### src/hw/rtl/mail_header_utf8_scanner_unit_macros.svh
// Assertion macros for the mail header UTF-8 scanner.
`ifndef MAIL_HEADER_UTF8_SCANNER_UNIT_MACROS_SVH
`define MAIL_HEADER_UTF8_SCANNER_UNIT_MACROS_SVH

`ifndef SYNTH
// Same-cycle implication, disabled while reset is high.
`define MHU8S_ASSERT_NOW(label, clk, rst, ante, cons) \
   label: assert property (@(posedge clk) disable iff (rst) (ante) |-> (cons)) \
      else $error("mail header scanner: assertion failed");
// Next-cycle implication, disabled while reset is high.
`define MHU8S_ASSERT_NEXT(label, clk, rst, ante, cons) \
   label: assert property (@(posedge clk) disable iff (rst) (ante) |=> (cons)) \
      else $error("mail header scanner: assertion failed");
`else
`define MHU8S_ASSERT_NOW(label, clk, rst, ante, cons)
`define MHU8S_ASSERT_NEXT(label, clk, rst, ante, cons)
`endif

`endif

### src/hw/rtl/mhu8s_pkg.sv
// Package with commands, characters, scanner states and keyword tables.
package mhu8s_pkg;

   localparam logic [1:0] CMD_CLEAR  = 2'd0;
   localparam logic [1:0] CMD_ADDR   = 2'd1;
   localparam logic [1:0] CMD_HEADER = 2'd2;

   localparam logic [7:0] CHAR_TAB   = 8'h09;
   localparam logic [7:0] CHAR_LF    = 8'h0A;
   localparam logic [7:0] CHAR_CR    = 8'h0D;
   localparam logic [7:0] CHAR_SPACE = 8'h20;

   localparam logic [3:0] RECV_LAST = 4'd8;
   localparam logic [3:0] WITH_LAST = 4'd5;
   localparam logic [3:0] ARG_LAST  = 4'd3;

   typedef enum logic [2:0] {
      SCAN_FIELD_START = 3'd0,
      SCAN_RECV        = 3'd1,
      SCAN_SKIP_LINE   = 3'd2,
      SCAN_WITH        = 3'd3,
      SCAN_ARG         = 3'd4,
      SCAN_AFTER_ARG   = 3'd5,
      SCAN_FOLD        = 3'd6
   } scan_state_type;

   // Upper-case letters of "RECEIVED:"; lower case is bit 5 set on letters.
   function automatic logic recv_match(input logic [3:0] pos, input logic [7:0] ch);
      logic [7:0] up;
      logic       letter;
      begin
         letter = 1'b1;
         case (pos)
            4'd0:    up = "R";
            4'd1:    up = "E";
            4'd2:    up = "C";
            4'd3:    up = "E";
            4'd4:    up = "I";
            4'd5:    up = "V";
            4'd6:    up = "E";
            4'd7:    up = "D";
            default: begin
               up = ":";
               letter = 1'b0;
            end
         endcase
         recv_match = (ch == up) || (letter && (ch == (up | 8'h20)));
      end
   endfunction

   function automatic logic with_match(input logic [3:0] pos, input logic [7:0] ch);
      logic [7:0] up;
      logic       letter;
      begin
         letter = 1'b1;
         case (pos)
            4'd1:    up = "W";
            4'd2:    up = "I";
            4'd3:    up = "T";
            4'd4:    up = "H";
            default: begin
               up = CHAR_SPACE;
               letter = 1'b0;
            end
         endcase
         with_match = (ch == up) || (letter && (ch == (up | 8'h20)));
      end
   endfunction

   function automatic logic arg_match(input logic [3:0] pos, input logic [7:0] ch);
      logic [7:0] up;
      logic       letter;
      begin
         letter = 1'b1;
         case (pos)
            4'd0:    up = "U";
            4'd1:    up = "T";
            4'd2:    up = "F";
            default: begin
               up = "8";
               letter = 1'b0;
            end
         endcase
         arg_match = (ch == up) || (letter && (ch == (up | 8'h20)));
      end
   endfunction

endpackage

### src/hw/rtl/mail_header_utf8_scanner_unit.sv
// A request is held in the input register, and its result appears from the result register.
// Throughput: one byte per cycle while the result is not stalled; the scanner state update is combinational.
// A stalled result holds the result stage, and the input register fills behind it.
// Reset is synchronous and active high: it clears both stages and all scanner state.
// The result fields show the flags after the most recent processed byte.
`include "mail_header_utf8_scanner_unit_macros.svh"

module mail_header_utf8_scanner_unit (
   input  logic       clock,
   input  logic       reset,
   input  logic       req_valid,
   output logic       req_stall,
   input  logic [1:0] req_cmd,
   input  logic [7:0] req_data_byte,
   output logic       rsp_valid,
   input  logic       rsp_stall,
   output logic       rsp_utf8_found,
   output logic       rsp_scan_done
);
   import mhu8s_pkg::*;

   logic           in_valid_ff;
   logic [1:0]     cmd_ff;
   logic [7:0]     byte_ff;
   logic           rsp_valid_ff;
   scan_state_type state_ff, state_in;
   logic [3:0]     pos_ff, pos_in;
   logic           utf8_ff, utf8_in;
   logic           done_ff, done_in;
   logic           advance;
   logic           update;

   assign advance   = !rsp_valid_ff || !rsp_stall;
   assign update    = in_valid_ff && advance;
   assign req_stall = in_valid_ff && !advance;

   always_ff @(posedge clock) begin
      if (reset) begin
         in_valid_ff  <= 1'b0;
         rsp_valid_ff <= 1'b0;
         state_ff     <= SCAN_FIELD_START;
         pos_ff       <= 4'd0;
         utf8_ff      <= 1'b0;
         done_ff      <= 1'b0;
      end else begin
         if (!req_stall) begin
            in_valid_ff <= req_valid;
         end
         if (advance) begin
            rsp_valid_ff <= in_valid_ff;
         end
         if (update) begin
            state_ff <= state_in;
            pos_ff   <= pos_in;
            utf8_ff  <= utf8_in;
            done_ff  <= done_in;
         end
      end
   end

   always_ff @(posedge clock) begin
      if (!req_stall && req_valid) begin
         cmd_ff  <= req_cmd;
         byte_ff <= req_data_byte;
      end
   end

   // Next scanner state for the byte held in the input register.
   always_comb begin
      logic [7:0]     ch;
      scan_state_type st;
      logic [3:0]     mp;
      logic           fin;
      state_in = state_ff;
      pos_in   = pos_ff;
      utf8_in  = utf8_ff;
      done_in  = done_ff;
      ch  = (byte_ff == CHAR_TAB) ? CHAR_SPACE : byte_ff;
      st  = state_ff;
      mp  = pos_ff;
      fin = 1'b0;
      unique case (cmd_ff)
         CMD_CLEAR: begin
            state_in = SCAN_FIELD_START;
            pos_in   = 4'd0;
            utf8_in  = 1'b0;
            done_in  = 1'b0;
         end
         CMD_ADDR: begin
            if (byte_ff[7]) begin
               utf8_in = 1'b1;
               done_in = 1'b1;
            end
         end
         CMD_HEADER: begin
            if (!done_ff && (byte_ff != CHAR_CR)) begin
               // A folded line continues the Received field only when it opens with a space or tab.
               if (st == SCAN_FOLD) begin
                  if (ch == CHAR_SPACE) begin
                     state_in = SCAN_WITH;
                     pos_in   = 4'd1;
                     fin      = 1'b1;
                  end else begin
                     st = SCAN_FIELD_START;
                  end
               end
               if (!fin && (st == SCAN_FIELD_START)) begin
                  if (ch == CHAR_LF) begin
                     state_in = SCAN_FIELD_START;
                     done_in  = 1'b1;
                     fin      = 1'b1;
                  end else begin
                     st = SCAN_RECV;
                     mp = 4'd0;
                  end
               end
               if (!fin) begin
                  unique case (st)
                     SCAN_RECV: begin
                        if (mp > RECV_LAST) begin
                           mp = 4'd0;
                        end
                        if (!recv_match(mp, ch)) begin
                           state_in = SCAN_SKIP_LINE;
                           pos_in   = mp;
                        end else if (mp == RECV_LAST) begin
                           state_in = SCAN_WITH;
                           pos_in   = 4'd0;
                        end else begin
                           state_in = SCAN_RECV;
                           pos_in   = mp + 4'd1;
                        end
                     end
                     SCAN_SKIP_LINE: begin
                        state_in = (ch == CHAR_LF) ? SCAN_FIELD_START : SCAN_SKIP_LINE;
                     end
                     SCAN_WITH: begin
                        if (ch == CHAR_LF) begin
                           state_in = SCAN_FOLD;
                        end else begin
                           if (mp > WITH_LAST) begin
                              mp = 4'd0;
                           end
                           if (!with_match(mp, ch)) begin
                              pos_in = 4'd0;
                           end else if (mp == WITH_LAST) begin
                              state_in = SCAN_ARG;
                              pos_in   = 4'd0;
                           end else begin
                              pos_in = mp + 4'd1;
                           end
                        end
                     end
                     SCAN_ARG: begin
                        if (mp > ARG_LAST) begin
                           mp = 4'd0;
                        end
                        pos_in = mp;
                        // Leading spaces before the argument are skipped.
                        if (!((mp == 4'd0) && (ch == CHAR_SPACE))) begin
                           if (!arg_match(mp, ch)) begin
                              state_in = SCAN_AFTER_ARG;
                           end else if (mp == ARG_LAST) begin
                              utf8_in  = 1'b1;
                              state_in = SCAN_AFTER_ARG;
                              pos_in   = mp + 4'd1;
                           end else begin
                              pos_in = mp + 4'd1;
                           end
                        end
                     end
                     default: begin
                        // After the argument, the next byte is consumed unmatched.
                        if (ch == CHAR_LF) begin
                           done_in = 1'b1;
                        end else begin
                           state_in = SCAN_RECV;
                           pos_in   = 4'd0;
                        end
                     end
                  endcase
               end
            end
         end
         default: begin
         end
      endcase
   end

   always_comb begin
      rsp_valid      = rsp_valid_ff;
      rsp_utf8_found = utf8_ff;
      rsp_scan_done  = done_ff;
   end

   `MHU8S_ASSERT_NEXT(a_done_sticky, clock, reset, done_ff && !(update && (cmd_ff == CMD_CLEAR)), done_ff)
   `MHU8S_ASSERT_NEXT(a_utf8_sticky, clock, reset, utf8_ff && !(update && (cmd_ff == CMD_CLEAR)), utf8_ff)
   `MHU8S_ASSERT_NEXT(a_header_ignored, clock, reset, update && done_ff && (cmd_ff == CMD_HEADER), $stable(state_ff) && $stable(pos_ff))
   `MHU8S_ASSERT_NEXT(a_input_holds, clock, reset, in_valid_ff && !advance, in_valid_ff && $stable(cmd_ff) && $stable(byte_ff))
   `MHU8S_ASSERT_NOW(a_stall_source, clock, reset, req_stall, in_valid_ff && rsp_valid_ff)

endmodule
### config.mk
export PLATFORM = sky130hd
export DESIGN_NAME = mail_header_utf8_scanner_unit
export DESIGN_NICKNAME = d
export VERILOG_FILES = /design/src/hw/rtl/mhu8s_pkg.sv /design/src/hw/rtl/mail_header_utf8_scanner_unit.sv
export VERILOG_INCLUDE_DIRS = /design/src /design/src/hw/rtl
export SDC_FILE = /design/constraint.sdc
export NUM_CORES = 1
export LEC_CHECK = 0
export ABC_AREA = 1
export BUFFER_PORTS_ARGS = -buffer_cell sky130_fd_sc_hd__buf_2
export CORE_MARGIN = 3
export CORE_UTILIZATION = 55
export DETAILED_ROUTE_END_ITERATION = 10
export PLACE_DENSITY = 0.81
export RECOVER_POWER = 25
export SLEW_MARGIN = 20
export SYNTH_ARGS = -nofsm -noshare
export SYNTH_HDL_FRONTEND = slang
export SYNTH_SLANG_ARGS = --single-unit
### constraint.sdc
create_clock -name clock -period 3.8 [get_ports clock]
set_clock_uncertainty 0.05 [all_clocks]
set_input_delay 0.76 -clock clock [delete_from_list [all_inputs] [get_ports clock]]
set_output_delay 0.76 -clock clock [all_outputs]
set_load 0.005 [all_outputs]
==> impl_results.rst <==
.. list-table::
   :header-rows: 1

   * - Metric
     - Value
   * - Per-cell routed wire length
     - 15.32 um
   * - Most common cell after layout, fill and taps aside
     - sky130_fd_sc_hd__nand2_1
   * - Horizontal die dimension
     - 69.42 um
   * - Combined buffer and inverter count along the critical path
     - 4
   * - Layout-stage area growth over the synthesis result
     - 25.57%
   * - Worst hold path class
     - reg2reg
   * - Power density over cell area
     - 180.2 nW/um^2
   * - Category of cells accounting for the largest share of critical-path delay
     - compound AO/OA/AOI/OAI gates
   * - Layout Utilization
     - 0.7366
   * - Final worst slack
     - -0.009206 ns
   * - Placement row count
     - 22
   * - Maximum fanout along the worst path
     - 6
   * - Number of I/O port buffers
     - 17
   * - Leading cell types by total area after synthesis
     - sky130_fd_sc_hd__nand2_1, sky130_fd_sc_hd__edfxtp_1, sky130_fd_sc_hd__dfxtp_1
   * - Pins over their slew limit
     - 0
   * - Violations in the final reports
     - setup timing
   * - Mapped Area
     - 2212 um^2
   * - Detailed router's first-iteration violation count
     - 315
   * - Crit Path Category
     - reg2reg
   * - Final antenna-violating net count
     - 0
   * - First drt pass iteration count
     - 5
   * - Length of routed wiring on met1
     - 2649 um
   * - Worst slew margin relative to its limit
     - 0.6365
   * - Clock latency of the later-clocked register in the worst-skew pair
     - 0.26 ns
   * - Final worst path period share
     - 1.002
   * - Post-DR vias/cell
     - 5.826
   * - Unrepaired setup endpoints after global routing
     - true
   * - Total congestion overflow
     - 0
   * - Capture instance of the worst register-to-register path
     - pos_ff[1]
   * - Clock tree root driver cell
     - sky130_fd_sc_hd__clkbuf_8
   * - Leak
     - 1.401 nW
   * - Number of global-route vias before repair
     - 2302
   * - Share of final-layout standard cells stronger than drive strength 1
     - 0.3188
   * - Number of synthesized register bits
     - 21
   * - Post-synth cell types
     - 38
   * - Leading cell types in the layout, fill and taps excluded
     - sky130_fd_sc_hd__nand2_1, sky130_fd_sc_hd__inv_1, sky130_fd_sc_hd__buf_4, sky130_fd_sc_hd__nand3_1, sky130_fd_sc_hd__a21oi_1
   * - Total Negative Setup Slacks
     - -0.009206 ns
   * - Launching element type of the critical path
     - flop
   * - Antenna fix cells
     - 0
   * - Crit path required time
     - 3.90 ns
   * - Slew at the pin closest to its max-slew limit
     - 0.5410 ns
   * - H-tree depth
     - 1
   * - Final Hold Vio Count
     - 0
   * - First-pass GRT wire length
     - 10110 um
   * - IO Count
     - 18
   * - Crit Reg-Reg Startpoint
     - byte_ff[7]
   * - Maximum frequency from static timing analysis
     - 262.5 MHz
   * - DRC violation count after routing
     - 0
   * - FF+latch area
     - 520.5 um^2
   * - Dpl ws
     - -0.1488 ns
   * - Met3 routed wirelength
     - 507 um
   * - Mean cell area of the mapped netlist
     - 6.564 um^2
   * - Detailed-routed wire length on met2
     - 3204 um
   * - Hold depth
     - 2
   * - Cell at the slowest stage of the critical path
     - sky130_fd_sc_hd__edfxtp_1
   * - Multi-input logic area
     - 1594 um^2
   * - Post-detail-place hpwl
     - 4477 um
   * - Result of the run
     - finished, violations left
   * - Die Y-Extent
     - 69.42 um
   * - Initial standard-cell utilization of the core
     - 0.5866
   * - Core Area
     - 3771 um^2
   * - Antenna violations before repair
     - 0
   * - TritonCTS clock tree
     - built
   * - Worst reg2reg setup slack
     - -0.009 ns
   * - Clock transition at the register clock pins on the worst setup and hold paths after CTS
     - 0.08 ns
   * - Die ar.
     - 4819 um^2
   * - Synth Net Count
     - 364
   * - Maximum clock path buffer count
     - 2
   * - Hold path endpoint
     - rsp_utf8_found
   * - Clock buffers created by TritonCTS
     - 3
   * - Clock period minus final worst setup slack
     - 3.809 ns
   * - Number of standard cells after synthesis
     - 337
   * - Count of fill cells added during filler insertion
     - 273
   * - Sequential area share after synthesis
     - 0.2353
   * - Highest signal layer in the routed design
     - met4
   * - Final setup vio count
     - 1
   * - Hold buffers post-CTS
     - 0
   * - Worst r2r path cells
     - 28
   * - Hold path startpoint
     - rsp_utf8_found
   * - Final routed wirelength across all metal layers
     - 6694 um
   * - Total Routing Usage GR
     - 0.2520
   * - Routability-driven placement congestion ratio
     - 0.9792
   * - Number of sinks handled by clock tree synthesis
     - 21
   * - Critical Path Max Stage Delay
     - 0.43 ns
   * - Via Count
     - 2546
   * - IR Drop Worst-Case VDD
     - 0.1538 mV
   * - Synthesis warning total
     - 0
   * - Cell accounting for the most synthesized area
     - sky130_fd_sc_hd__nand2_1
   * - Endpoint class of the critical path
     - flop
   * - Fraction of post-synthesis cell area in the top cell type by area
     - 0.1391
   * - Data arrival at the endpoint of the critical path
     - 3.91 ns
   * - Fin nets
     - 417
   * - Largest net degree at the start of global routing
     - 12
   * - Maximum capacitance violations
     - 0
==> repair_timing <==
item | CTS | global route
cloned | 0 | 0
resized for setup | 5 | 29
endpoints found under the hold margin | 0 | 0
setup endpoints to repair | 3 | 7
pin swaps | 3 | 6
setup buffers | 9 | 6
==> flip-flops by register name (all words and copies together), names as in the netlist <==
register	cells
byte_ff	8
state_ff	3
in_valid_ff	1
pos_ff	4
cmd_ff	2
rsp_scan_done	1
rsp_utf8_found	1
rsp_valid	1
==> layout make-up <==
class | count | area share
well taps | 48 | 0.02162
repair buffers | 51 | 0.1239
flip-flops and latches | 21 | 0.1874
multi-input cells | 256 | 0.5739
inverters | 57 | 0.07703
clock buffers | 4 | 0.01622
==> layer usage <==
metal  vias up  track usage
li1       1214            -
met1      1125       0.3109
met2       167       0.4439
met3        40      0.03043
met4         0      0.09761
met5         -            0
==> report_power, final <==
part           internal (mW)  switching (mW)
clock network         0.0747          0.0706
registers              0.247         0.00567
logic                 0.0396          0.0633
==> through the flow <==
step	cell area (um^2)	hold slack [ns]	std cells	total power, mW
after detailed placement	2486	0.4087	418	0.3429
after global routing	2778	0.4552	437	0.5210
after global placement	2486	0.3964	418	0.3404
after CTS	2608	0.4198	431	0.4885
final	2778	0.4165	437	0.5005
after floorplan	2212	0.4006	337	0.3119
==> how the worst max path moves through the flow <==
| stage | from | to | slack (ns) | cells past startpoint |
|---|---|---|---|---|
| floorplan | byte_ff[1] | pos_ff[1] | 0.11 | 29 |
| global placement | byte_ff[4] | pos_ff[1] | 0.1 | 29 |
| detailed placement | byte_ff[6] | pos_ff[1] | -0.15 | 29 |
| CTS | byte_ff[2] | pos_ff[0] | 0.02 | 29 |
| global route | byte_ff[6] | pos_ff[0] | -0.19 | 28 |
| finish | byte_ff[7] | pos_ff[1] | -0.009 | 28 |
==> synthesized netlist by cell type, drive strengths merged <==
cell type and number:
a2111oi 1, a211oi 2, a21oi 25, a31oi 4
buf 2, clkbuf 1, dfxtp 11, edfxtp 10
ha 13, inv 57, nand2 101, nand3 35
nand3b 1, nand4 8, nor2 32, nor3 7
nor4 2, o2111ai 1, o211ai 2, o21ai 16
o21bai 2, o32ai 1, or2 1, xnor2 1
xor2 1
==> kinds of logic (layout without fill, tap and decap cells) <==
logic type,Yosys count,in the layout,share of synthesized area
AO/OA/AOI/OAI,54,54,0.1431
adder cells (fa/ha/maj),13,13,0.07353
flip-flops,21,21,0.2353
buffers and inverters,60,112,0.1029
XOR/XNOR,2,2,0.007920
AND/OR/NAND/NOR,187,187,0.4372
==> worst min-delay path, cell delays in order, from the launching register on <==
cell and delay [ns]:
sky130_fd_sc_hd__dfxtp_1 0.31, sky130_fd_sc_hd__nand2_1 0.06, sky130_fd_sc_hd__a21oi_1 0.05
(Power assumes the default switching activity.)
